File: src/hdl/tga_pkg.sv
// ============================================================================
// tga_pkg
// Shared types, constants and register indexes for the TGA RLE pixel decoder.
// ============================================================================
package tga_pkg;

    localparam int COORD_BITS  = 16;   // default coordinate width
    localparam int MAX_RUN     = 128;  // longest packet
    localparam int QUEUE_DEPTH = 4;    // front-to-back command queue

    localparam int CFG_W     = 16;     // widest configuration register
    localparam int CFG_IDX_W = 3;
    localparam int COORD_W   = 16;     // x_start / dest_row field width
    localparam int COUNT_W   = 8;      // run length field width

    localparam logic [CFG_IDX_W-1:0] NUM_REGS = 3'd5;

    typedef enum logic [CFG_IDX_W-1:0] {
        REG_IMAGE_WIDTH      = 3'd0,
        REG_IMAGE_HEIGHT     = 3'd1,
        REG_FOUR_BYTE_PIXELS = 3'd2,
        REG_RLE_ENABLE       = 3'd3,
        REG_FLIP_ROWS        = 3'd4
    } reg_index_t;

    localparam logic [CFG_W-1:0] RST_IMAGE_WIDTH  = 16'd64;
    localparam logic [CFG_W-1:0] RST_IMAGE_HEIGHT = 16'd64;
    localparam logic             RST_FOUR_BYTE    = 1'b1;
    localparam logic             RST_RLE_ENABLE   = 1'b0;
    localparam logic             RST_FLIP_ROWS    = 1'b1;

    localparam int         HDR_REPEAT_BIT = 7;      // header bit 7: repeat packet
    localparam logic [7:0] ALPHA_OPAQUE   = 8'hFF;  // alpha for 24-bit pixels
    localparam logic [1:0] LAST_IDX_32    = 2'd3;   // byte index of final byte
    localparam logic [1:0] LAST_IDX_24    = 2'd2;
    localparam logic [CFG_W-1:0] MIN_WIDTH = 16'd3;

    typedef struct packed {
        logic [7:0] data_byte;
        logic       start_of_image;
    } in_t;

    typedef struct packed {
        logic [7:0]         chan0;
        logic [7:0]         chan1;
        logic [7:0]         chan2;
        logic [7:0]         chan3;
        logic [COORD_W-1:0] x_start;
        logic [COORD_W-1:0] dest_row;
        logic [COUNT_W-1:0] seg_count;
        logic               last_of_item;
        logic               image_done;
    } out_t;

    typedef struct packed {
        logic [CFG_W-1:0] image_width;
        logic [CFG_W-1:0] image_height;
        logic             four_byte_pixels;
        logic             rle_enable;
        logic             flip_rows;
    } cfg_t;

    // one decoded colour and how many pixels it covers
    typedef struct packed {
        logic [7:0]         chan0;
        logic [7:0]         chan1;
        logic [7:0]         chan2;
        logic [7:0]         chan3;
        logic [COUNT_W-1:0] count;
        logic               final_run;  // ends the image
        logic               restart;    // reset column/row before this run
    } cmd_t;

endpackage

File: src/hdl/tga_cfg.sv
// ============================================================================
// tga_cfg
// Configuration registers, pixel total of the image and restart pulse.
// ============================================================================
module tga_cfg #(
    parameter int COORD_BITS = tga_pkg::COORD_BITS
) (
    input  logic                            aclk,
    input  logic                            aresetn,
    input  logic                            cfg_we,
    input  logic [tga_pkg::CFG_IDX_W-1:0]   cfg_index,
    input  logic [tga_pkg::CFG_W-1:0]       cfg_wdata,
    output tga_pkg::cfg_t                   cfg,
    output logic [2*COORD_BITS-1:0]         total,
    output logic                            restart
);

    localparam int PL_W = 2 * COORD_BITS;

    tga_pkg::cfg_t          cfg_reg, cfg_next;
    logic                   hold_reg, hold_next;
    logic [PL_W-1:0]        total_reg, total_next;
    logic [COORD_BITS-1:0]  geo_w, geo_h;

    always_comb begin
        cfg_next  = cfg_reg;
        hold_next = 1'b0;
        if (cfg_we) begin
            unique case (tga_pkg::reg_index_t'(cfg_index))
                tga_pkg::REG_IMAGE_WIDTH: begin
                    cfg_next.image_width = cfg_wdata;
                    hold_next = 1'b1;
                end
                tga_pkg::REG_IMAGE_HEIGHT: begin
                    cfg_next.image_height = cfg_wdata;
                    hold_next = 1'b1;
                end
                tga_pkg::REG_FOUR_BYTE_PIXELS: begin
                    cfg_next.four_byte_pixels = cfg_wdata[0];
                    hold_next = 1'b1;
                end
                tga_pkg::REG_RLE_ENABLE: begin
                    cfg_next.rle_enable = cfg_wdata[0];
                    hold_next = 1'b1;
                end
                tga_pkg::REG_FLIP_ROWS: begin
                    cfg_next.flip_rows = cfg_wdata[0];
                    hold_next = 1'b1;
                end
                default: begin
                    hold_next = 1'b0;
                end
            endcase
        end
    end

    assign geo_w = cfg_reg.image_width[COORD_BITS-1:0];
    assign geo_h = cfg_reg.image_height[COORD_BITS-1:0];

    // empty image when narrower than three pixels or no rows
    always_comb begin
        if ((tga_pkg::CFG_W'(geo_w) < tga_pkg::MIN_WIDTH) || (geo_h == '0)) begin
            total_next = '0;
        end else begin
            total_next = PL_W'(geo_w) * PL_W'(geo_h);
        end
    end

    always_ff @(posedge aclk) begin
        if (!aresetn) begin
            cfg_reg.image_width      <= tga_pkg::RST_IMAGE_WIDTH;
            cfg_reg.image_height     <= tga_pkg::RST_IMAGE_HEIGHT;
            cfg_reg.four_byte_pixels <= tga_pkg::RST_FOUR_BYTE;
            cfg_reg.rle_enable       <= tga_pkg::RST_RLE_ENABLE;
            cfg_reg.flip_rows        <= tga_pkg::RST_FLIP_ROWS;
            hold_reg                 <= 1'b1;
        end else begin
            cfg_reg  <= cfg_next;
            hold_reg <= hold_next;
        end
    end

    always_ff @(posedge aclk) begin
        total_reg <= total_next;
    end

    assign cfg     = cfg_reg;
    assign total   = total_reg;
    assign restart = hold_reg;

endmodule

File: src/hdl/tga_front.sv
// ============================================================================
// tga_front
// Byte parser: packet headers, pixel assembly, clipping at the image end.
// ============================================================================
module tga_front #(
    parameter int COORD_BITS = tga_pkg::COORD_BITS
) (
    input  logic                     aclk,
    input  logic                     aresetn,
    input  tga_pkg::cfg_t            cfg,
    input  logic [2*COORD_BITS-1:0]  total,
    input  logic                     cfg_restart,
    input  logic                     s_valid,
    output logic                     s_ready,
    input  tga_pkg::in_t             s_data,
    input  logic                     q_full,
    output logic                     push,
    output tga_pkg::cmd_t            push_data
);

    localparam int PL_W = 2 * COORD_BITS;
    localparam int CW   = tga_pkg::COUNT_W;

    logic            expect_reg, expect_next;
    logic [1:0]      idx_reg, idx_next;
    logic [23:0]     colour_reg, colour_next;
    logic [CW-1:0]   pleft_reg, pleft_next;
    logic            repeat_reg, repeat_next;
    logic [PL_W-1:0] pl_reg, pl_next;
    logic            fresh_reg, fresh_next;
    logic            pend_reg, pend_next;

    logic            accept, start;
    logic [7:0]      b;
    logic            base_expect, base_repeat;
    logic [1:0]      base_idx, last_idx;
    logic [CW-1:0]   base_pleft, pk, n;
    logic [PL_W-1:0] base_pl;

    assign s_ready = !cfg_restart && !q_full;
    assign accept  = s_valid && s_ready;
    assign b       = s_data.data_byte;
    assign start   = s_data.start_of_image;
    assign last_idx = cfg.four_byte_pixels ? tga_pkg::LAST_IDX_32 : tga_pkg::LAST_IDX_24;

    always_comb begin
        base_expect = start ? cfg.rle_enable : expect_reg;
        base_idx    = start ? 2'd0 : idx_reg;
        base_pleft  = start ? '0 : pleft_reg;
        base_repeat = start ? 1'b0 : repeat_reg;
        base_pl     = (start || fresh_reg) ? total : pl_reg;

        expect_next = expect_reg;
        idx_next    = idx_reg;
        colour_next = colour_reg;
        pleft_next  = pleft_reg;
        repeat_next = repeat_reg;
        pl_next     = pl_reg;
        fresh_next  = fresh_reg;
        pend_next   = pend_reg;
        push        = 1'b0;
        pk          = '0;
        n           = '0;

        push_data.chan0     = colour_reg[7:0];
        push_data.chan1     = colour_reg[15:8];
        push_data.chan2     = cfg.four_byte_pixels ? colour_reg[23:16] : b;
        push_data.chan3     = cfg.four_byte_pixels ? b : tga_pkg::ALPHA_OPAQUE;
        push_data.count     = '0;
        push_data.final_run = 1'b0;
        push_data.restart   = start || pend_reg;

        if (cfg_restart) begin
            expect_next = cfg.rle_enable;
            idx_next    = 2'd0;
            pleft_next  = '0;
            repeat_next = 1'b0;
            fresh_next  = 1'b1;
            pend_next   = 1'b0;
        end else if (accept) begin
            expect_next = base_expect;
            idx_next    = base_idx;
            pleft_next  = base_pleft;
            repeat_next = base_repeat;
            pl_next     = base_pl;
            fresh_next  = 1'b0;
            pend_next   = pend_reg || start;

            if (base_pl == '0) begin
                // image complete: byte dropped
            end else if (cfg.rle_enable && base_expect) begin
                repeat_next = b[tga_pkg::HDR_REPEAT_BIT];
                pleft_next  = CW'(b[6:0]) + CW'(1);
                expect_next = 1'b0;
                idx_next    = 2'd0;
            end else if (base_idx < last_idx) begin
                case (base_idx)
                    2'd0:    colour_next[7:0]   = b;
                    2'd1:    colour_next[15:8]  = b;
                    2'd2:    colour_next[23:16] = b;
                    default: colour_next        = colour_reg;
                endcase
                idx_next = base_idx + 2'd1;
            end else begin
                idx_next = 2'd0;
                if (cfg.rle_enable) begin
                    pk = (base_pleft == '0) ? CW'(1) : base_pleft;
                    if (base_repeat) begin
                        n          = pk;
                        pleft_next = '0;
                    end else begin
                        n          = CW'(1);
                        pleft_next = pk - CW'(1);
                    end
                    expect_next = (pleft_next == '0);
                end else begin
                    n = CW'(1);
                end
                if (PL_W'(n) > base_pl) begin
                    n = base_pl[CW-1:0];
                end
                pl_next             = base_pl - PL_W'(n);
                push                = 1'b1;
                push_data.count     = n;
                push_data.final_run = (pl_next == '0);
                pend_next           = 1'b0;
            end
        end
    end

    always_ff @(posedge aclk) begin
        if (!aresetn) begin
            expect_reg <= tga_pkg::RST_RLE_ENABLE;
            idx_reg    <= 2'd0;
            pleft_reg  <= '0;
            repeat_reg <= 1'b0;
            fresh_reg  <= 1'b1;
            pend_reg   <= 1'b0;
        end else begin
            expect_reg <= expect_next;
            idx_reg    <= idx_next;
            pleft_reg  <= pleft_next;
            repeat_reg <= repeat_next;
            fresh_reg  <= fresh_next;
            pend_reg   <= pend_next;
        end
    end

    always_ff @(posedge aclk) begin
        colour_reg <= colour_next;
        pl_reg     <= pl_next;
    end

endmodule

File: src/hdl/tga_queue.sv
// ============================================================================
// tga_queue
// Small FIFO of decoded runs between parser and segment generator.
// ============================================================================
module tga_queue #(
    parameter int DEPTH = tga_pkg::QUEUE_DEPTH
) (
    input  logic          aclk,
    input  logic          aresetn,
    input  logic          push,
    input  tga_pkg::cmd_t push_data,
    output logic          full,
    input  logic          pop,
    output logic          rd_valid,
    output tga_pkg::cmd_t rd_data
);

    localparam int PTR_W = (DEPTH > 1) ? $clog2(DEPTH) : 1;
    localparam int CNT_W = $clog2(DEPTH + 1);
    localparam logic [PTR_W-1:0] PTR_LAST = PTR_W'(DEPTH - 1);

    tga_pkg::cmd_t    store [DEPTH];
    logic [PTR_W-1:0] wr_ptr_reg, wr_ptr_next;
    logic [PTR_W-1:0] rd_ptr_reg, rd_ptr_next;
    logic [CNT_W-1:0] count_reg, count_next;
    logic             do_push, do_pop;

    assign full     = (count_reg == CNT_W'(DEPTH));
    assign rd_valid = (count_reg != '0);
    assign rd_data  = store[rd_ptr_reg];
    assign do_push  = push && !full;
    assign do_pop   = pop && rd_valid;

    always_comb begin
        wr_ptr_next = wr_ptr_reg;
        rd_ptr_next = rd_ptr_reg;
        count_next  = count_reg;
        if (do_push) begin
            wr_ptr_next = (wr_ptr_reg == PTR_LAST) ? '0 : wr_ptr_reg + PTR_W'(1);
        end
        if (do_pop) begin
            rd_ptr_next = (rd_ptr_reg == PTR_LAST) ? '0 : rd_ptr_reg + PTR_W'(1);
        end
        case ({do_push, do_pop})
            2'b10:   count_next = count_reg + CNT_W'(1);
            2'b01:   count_next = count_reg - CNT_W'(1);
            default: count_next = count_reg;
        endcase
    end

    always_ff @(posedge aclk) begin
        if (!aresetn) begin
            wr_ptr_reg <= '0;
            rd_ptr_reg <= '0;
            count_reg  <= '0;
        end else begin
            wr_ptr_reg <= wr_ptr_next;
            rd_ptr_reg <= rd_ptr_next;
            count_reg  <= count_next;
        end
    end

    always_ff @(posedge aclk) begin
        if (do_push) begin
            store[wr_ptr_reg] <= push_data;
        end
    end

endmodule

File: src/hdl/tga_back.sv
// ============================================================================
// tga_back
// Splits each run into row segments and drives the registered result beat.
// ============================================================================
module tga_back #(
    parameter int COORD_BITS = tga_pkg::COORD_BITS
) (
    input  logic          aclk,
    input  logic          aresetn,
    input  tga_pkg::cfg_t cfg,
    input  logic          cfg_restart,
    input  logic          q_valid,
    input  tga_pkg::cmd_t q_data,
    output logic          pop,
    output logic          m_valid,
    input  logic          m_ready,
    output tga_pkg::out_t m_data
);

    localparam int CB = COORD_BITS;
    localparam int CW = tga_pkg::COUNT_W;

    tga_pkg::cmd_t  cur_reg, cur_next;
    logic           cv_reg, cv_next;
    logic [CW-1:0]  rem_reg, rem_next;
    logic [CB-1:0]  col_reg, col_next;
    logic [CB-1:0]  row_reg, row_next;
    logic           mv_reg, mv_next;
    tga_pkg::out_t  md_reg, md_next;

    logic [CB-1:0]  w, h, room, drow;
    logic [CW-1:0]  seg, rem_after;
    logic [CB:0]    col_sum;
    logic           emit, seg_last, wrap;

    assign w = cfg.image_width[CB-1:0];
    assign h = cfg.image_height[CB-1:0];

    assign emit = cv_reg && (!mv_reg || m_ready);

    always_comb begin
        room      = (col_reg < w) ? (w - col_reg) : CB'(1);
        seg       = (CB'(rem_reg) < room) ? rem_reg : room[CW-1:0];
        rem_after = rem_reg - seg;
        seg_last  = (rem_after == '0);
        col_sum   = {1'b0, col_reg} + (CB+1)'(seg);
        wrap      = (col_sum >= {1'b0, w});
        drow      = cfg.flip_rows ? (h - CB'(1) - row_reg) : row_reg;
    end

    assign pop = q_valid && (!cv_reg || (emit && seg_last));

    always_comb begin
        cur_next = cur_reg;
        cv_next  = cv_reg;
        rem_next = rem_reg;
        col_next = col_reg;
        row_next = row_reg;
        mv_next  = mv_reg;
        md_next  = md_reg;

        if (emit) begin
            md_next.chan0        = cur_reg.chan0;
            md_next.chan1        = cur_reg.chan1;
            md_next.chan2        = cur_reg.chan2;
            md_next.chan3        = cur_reg.chan3;
            md_next.x_start      = tga_pkg::COORD_W'(col_reg);
            md_next.dest_row     = tga_pkg::COORD_W'(drow);
            md_next.seg_count    = seg;
            md_next.last_of_item = seg_last;
            md_next.image_done   = cur_reg.final_run && seg_last;
            mv_next              = 1'b1;
            rem_next             = rem_after;
            if (wrap) begin
                col_next = '0;
                row_next = row_reg + CB'(1);
            end else begin
                col_next = col_sum[CB-1:0];
            end
            if (seg_last) begin
                cv_next = 1'b0;
            end
        end else if (m_ready) begin
            mv_next = 1'b0;
        end

        // a restart flag takes effect after the previous run's last segment
        if (pop) begin
            cur_next = q_data;
            rem_next = q_data.count;
            cv_next  = 1'b1;
            if (q_data.restart) begin
                col_next = '0;
                row_next = '0;
            end
        end

        if (cfg_restart) begin
            col_next = '0;
            row_next = '0;
        end
    end

    always_ff @(posedge aclk) begin
        if (!aresetn) begin
            cv_reg  <= 1'b0;
            col_reg <= '0;
            row_reg <= '0;
            mv_reg  <= 1'b0;
        end else begin
            cv_reg  <= cv_next;
            col_reg <= col_next;
            row_reg <= row_next;
            mv_reg  <= mv_next;
        end
    end

    always_ff @(posedge aclk) begin
        cur_reg <= cur_next;
        rem_reg <= rem_next;
        md_reg  <= md_next;
    end

    assign m_valid = mv_reg;
    assign m_data  = md_reg;

endmodule

File: src/hdl/tga_rle_pixel_decoder_core.sv
// ============================================================================
// tga_rle_pixel_decoder_core
// TGA truecolor pixel-data decoder (raw or run-length) emitting row segments.
// ============================================================================
// Input channel s_*: one pixel-data byte per beat; start_of_image restarts the
// image with that byte. Output channel m_*: one row segment per beat (colour,
// column, destination row, length, last-of-run and image-done flags).
// A parser accepts one byte per cycle while the queue has room and turns each
// completed pixel into a run; a 4-entry run queue feeds the segment generator,
// which issues one segment per cycle into the output register while m_* is
// not stalled. A run that spans k rows becomes k segments in the generator.
// The first segment of a byte passes the run queue, the current-run register
// and the output register. Header and leading colour bytes produce no beat.
// Configuration: cfg_we/cfg_index/cfg_wdata write one register per cycle; a
// write to a defined index restarts decoding, and s_ready is low for the
// following cycle while the pixel total (width times height) is recomputed.
// Reset: synchronous, active low; registers take their defaults and s_ready
// stays low for one cycle after reset. When m_ready is low, the result beat
// holds, the generator waits, and s_ready drops once the queue is full.
// ============================================================================
module tga_rle_pixel_decoder_core #(
    parameter int COORD_BITS  = tga_pkg::COORD_BITS,
    parameter int QUEUE_DEPTH = tga_pkg::QUEUE_DEPTH
) (
    input  logic                          aclk,
    input  logic                          aresetn,
    input  logic                          cfg_we,
    input  logic [tga_pkg::CFG_IDX_W-1:0] cfg_index,
    input  logic [tga_pkg::CFG_W-1:0]     cfg_wdata,
    input  logic                          s_valid,
    output logic                          s_ready,
    input  tga_pkg::in_t                  s_data,
    output logic                          m_valid,
    input  logic                          m_ready,
    output tga_pkg::out_t                 m_data
);

    tga_pkg::cfg_t           cfg;
    logic [2*COORD_BITS-1:0] total;
    logic                    cfg_restart;
    logic                    q_full, push, pop, q_valid;
    tga_pkg::cmd_t           push_data, q_data;

    tga_cfg #(
        .COORD_BITS (COORD_BITS)
    ) u_cfg (
        .aclk      (aclk),
        .aresetn   (aresetn),
        .cfg_we    (cfg_we),
        .cfg_index (cfg_index),
        .cfg_wdata (cfg_wdata),
        .cfg       (cfg),
        .total     (total),
        .restart   (cfg_restart)
    );

    tga_front #(
        .COORD_BITS (COORD_BITS)
    ) u_front (
        .aclk        (aclk),
        .aresetn     (aresetn),
        .cfg         (cfg),
        .total       (total),
        .cfg_restart (cfg_restart),
        .s_valid     (s_valid),
        .s_ready     (s_ready),
        .s_data      (s_data),
        .q_full      (q_full),
        .push        (push),
        .push_data   (push_data)
    );

    tga_queue #(
        .DEPTH (QUEUE_DEPTH)
    ) u_queue (
        .aclk      (aclk),
        .aresetn   (aresetn),
        .push      (push),
        .push_data (push_data),
        .full      (q_full),
        .pop       (pop),
        .rd_valid  (q_valid),
        .rd_data   (q_data)
    );

    tga_back #(
        .COORD_BITS (COORD_BITS)
    ) u_back (
        .aclk        (aclk),
        .aresetn     (aresetn),
        .cfg         (cfg),
        .cfg_restart (cfg_restart),
        .q_valid     (q_valid),
        .q_data      (q_data),
        .pop         (pop),
        .m_valid     (m_valid),
        .m_ready     (m_ready),
        .m_data      (m_data)
    );

endmodule

File: config.mk
export PLATFORM = sky130hd
export DESIGN_NAME = tga_rle_pixel_decoder_core
export DESIGN_NICKNAME = d
export VERILOG_FILES = /design/src/hdl/tga_pkg.sv /design/src/hdl/tga_cfg.sv /design/src/hdl/tga_front.sv /design/src/hdl/tga_queue.sv /design/src/hdl/tga_back.sv /design/src/hdl/tga_rle_pixel_decoder_core.sv
export SDC_FILE = /design/constraint.sdc
export NUM_CORES = 1
export LEC_CHECK = 0
export ABC_AREA = 1
export BUFFER_PORTS_ARGS = -buffer_cell sky130_fd_sc_hd__clkbuf_2
export CORE_UTILIZATION = 25
export CTS_BUF_LIST = sky130_fd_sc_hd__clkbuf_4
export DETAILED_ROUTE_END_ITERATION = 12
export MAX_ROUTING_LAYER = met4
export SLEW_MARGIN = 25
export SYNTH_ARGS = -nofsm -noshare
export SYNTH_HDL_FRONTEND = slang
export SYNTH_SLANG_ARGS = --single-unit
File: constraint.sdc
create_clock -name aclk -period 6.15 [get_ports aclk]
set_input_delay 1.23 -clock aclk [delete_from_list [all_inputs] [get_ports aclk]]
set_output_delay 1.23 -clock aclk [all_outputs]
set_load 0.01 [all_outputs]
==> impl_metrics.ini <==
[critical_path]
r2r_end = u_back.row_reg[5]
cp-start-kind = flip-flop
worstPathRequired_ps = 6990
crit_end = u_back.row_reg[5]
reg2regPathDepth = 44
arrival_ps = 6880
critical-path-max-stage-delay_ps = 360
crit_path_start = u_cfg.geo_w[0]
crit_top_cell = nand2_4
reg2reg_from = u_cfg.geo_w[0]
cp_slowest_cell = fa_2
criticalPathCategory = reg -> reg
crit_fanout = 8
setup.worst_path.end_class = flip-flop
reg2reg_slack_ps = 120

[sta]
fin_worst_hold_slack_ps = 417
slew_violations = 0
rsz0062_at_grt = yes
setup_viol = 0
period_share_pct = 98.1
relSlewSlack_pct = 38.2
tns_ps = 0
max_freq_mhz = 166
worst_pin_slew_ps = 926
fin_ws_ps = 119
fin_crit_ps = 6030
hold_viol_final = 0
worst_clock_skew_ps = 72.5

[placed_design]
preCtsSetupSlack_ps = -422
dp_cells = 5374
place.gp.congestion = 0.901
dpl_cell_area_um2 = 35400
dpl.hpwl_um = 61000
place.port_buffers = 108

[clock_tree]
cts.sinks = 464
cts_tree = done
clkLatencyLatePin_ps = 990
cts.clk_slew.worst_paths_ps = 70
ctsRootBufferMaster = clkbuf_4
cts-buffers-inserted = 115
cts_max_level = 3
cts_hold_buf = 0
clockBufferDepth = 3

[synth]
syn-num-nets = 3888
ys.flop_type = edfxtp_1
synth_most_common_cell = nand2_1
synth_edf_count = 339
netlist.top_cell.by_area = edfxtp_1
synth_common_cells = 672 x nand2_1, 638 x inv_1, 339 x edfxtp_1
synth_area_um2 = 30800
synth_seq_cells = 464
yosys_warnings = 0
syn_area_per_cell_um2 = 8.93
synth_area_leaders = edfxtp_1 33%, fa_1 13%, nand2_1 8.2%
syn_inst = 3454
seq_area_frac_synth_pct = 41.1
synth_top_area_share_pct = 33.0
synth-async-reset-ratio_pct = 0
synth_cell_types = 58

[floorplanning]
die_area_um2 = 125000
die-width_um = 353
rows = 128
ios = 109
initial_core_util_pct = 25.3
core_area_um2 = 122000
die_y_um = 353

[detailed_routing]
wl_met2_um = 37700
drt_pass1_iterations = 5
num_vias = 24500
ant_nets = 0
drt_wl_total_um = 81400
wl_per_cell_um = 14.5
wl_met3_um = 4610
drt_iter0_markers = 1319
highest_layer = met4
met1Wirelength_um = 37300
vias_per_cell = 4.35
drc_errors = 0

[grt]
track_usage_pct = 13.5
grt_max_degree = 85
grt_pass1_wl_um = 131000
antenna_found_initial = 7
grt_pass1_vias = 24900
grt_overflow_total = 0

[run_status]
status = completed

[layout]
n_fill_cell = 12800
final_util_pct = 31.1
nets = 4322
final_cells = 5621
largest_register_ffs = 168
final_area_um2 = 38000
synthToLayoutAreaGrowth_pct = 23.1
drive_gt1_share_pct = 20.7

[pwr]
leakage_nw = 17.1
ir_drop_mv = 0.230
powerDensity_nw_per_um2 = 276
power_mw = 10.5

[worst_hold_path]
hp-class = reg -> reg
min_from = u_back.cur_reg[22]

[flow_run]
cap_violations = 0
## area by class of cell
type,count,area (um2),area share (%)
clock inverters,63,468,1.23
inverters,656,2470,6.51
flip-flops and latches,464,12700,33.5
well taps,1625,2030,5.35
repair buffers,455,3270,8.60
multi-input cells,2196,15800,41.7
clock buffers,156,1170,3.08
diodes,6,15.0,0.0395
## power breakdown
group,leakage (nW),internal [mW],total [mW],switching (mW)
logic,12.0,1.51,3.62,2.12
registers,4.17,3.89,4.06,0.167
clock network,0.953,1.47,2.81,1.35
## metal layers
metal,global-route usage (%),vias up
met2,21.6,585
li1,-,12100
met5,-,-
met1,17.3,11600
met4,4.00,0
met3,2.40,108
## cell families after synthesis
group           synth area share [%]
flops                           41.1
simple gates                    15.5
xor+xnor                        2.02
mux                           0.0325
buf+inv                         9.82
fa+ha+maj                       21.1
compound gates                  10.4
## placed cells by master (no fill, tap or decap), types with 16 or more instances in the layout
cell	netlist	final
fa_1	200	197
ha_1	201	180
dfxtp_1	125	109
clkbuf_4	0	156
nand3_1	104	101
clkbuf_2	0	108
nand2_2	5	23
o22ai_1	45	45
inv_1	638	625
inv_2	12	23
ha_4	0	19
edfxtp_1	339	339
o21ai_1	16	23
xor2_1	55	53
dfxtp_2	0	16
nand2_1	672	646
o21a_1	24	24
nand4_1	35	35
o21ai_0	258	244
nor2_1	243	222
a21oi_2	0	18
a21oi_1	184	163
clkinv_1	6	41
nor2_2	5	16
nor3_1	33	28
buf_4	2	331
## worst min-delay path by stage
stage,endpoint,depth (start not counted)
2_1_floorplan,u_back.m_data[42],0
3_3_place_gp,u_back.m_data[51],0
3_5_place_dp,u_back.m_data[59],0
4_1_cts,u_back.m_data[54],0
5_1_grt,u_back.m_data[49],0
6_report,u_back.m_data[54],0
## critical path: cells and delay by family, from the launching register on
family | cells | cell delay [ps]
simple gates | 20 | 1670
buf+inv | 8 | 770
fa+ha+maj | 6 | 1530
flops | 1 | 320
xor+xnor | 2 | 360
compound gates | 8 | 1240
## timing repair
action	CTS	global route
gates resized for setup	76	114
setup endpoints to repair	36	68
pin swaps	37	42
setup buffers	16	5
cloned	1	0
No activity file was read; power rests on OpenSTA's default activity.
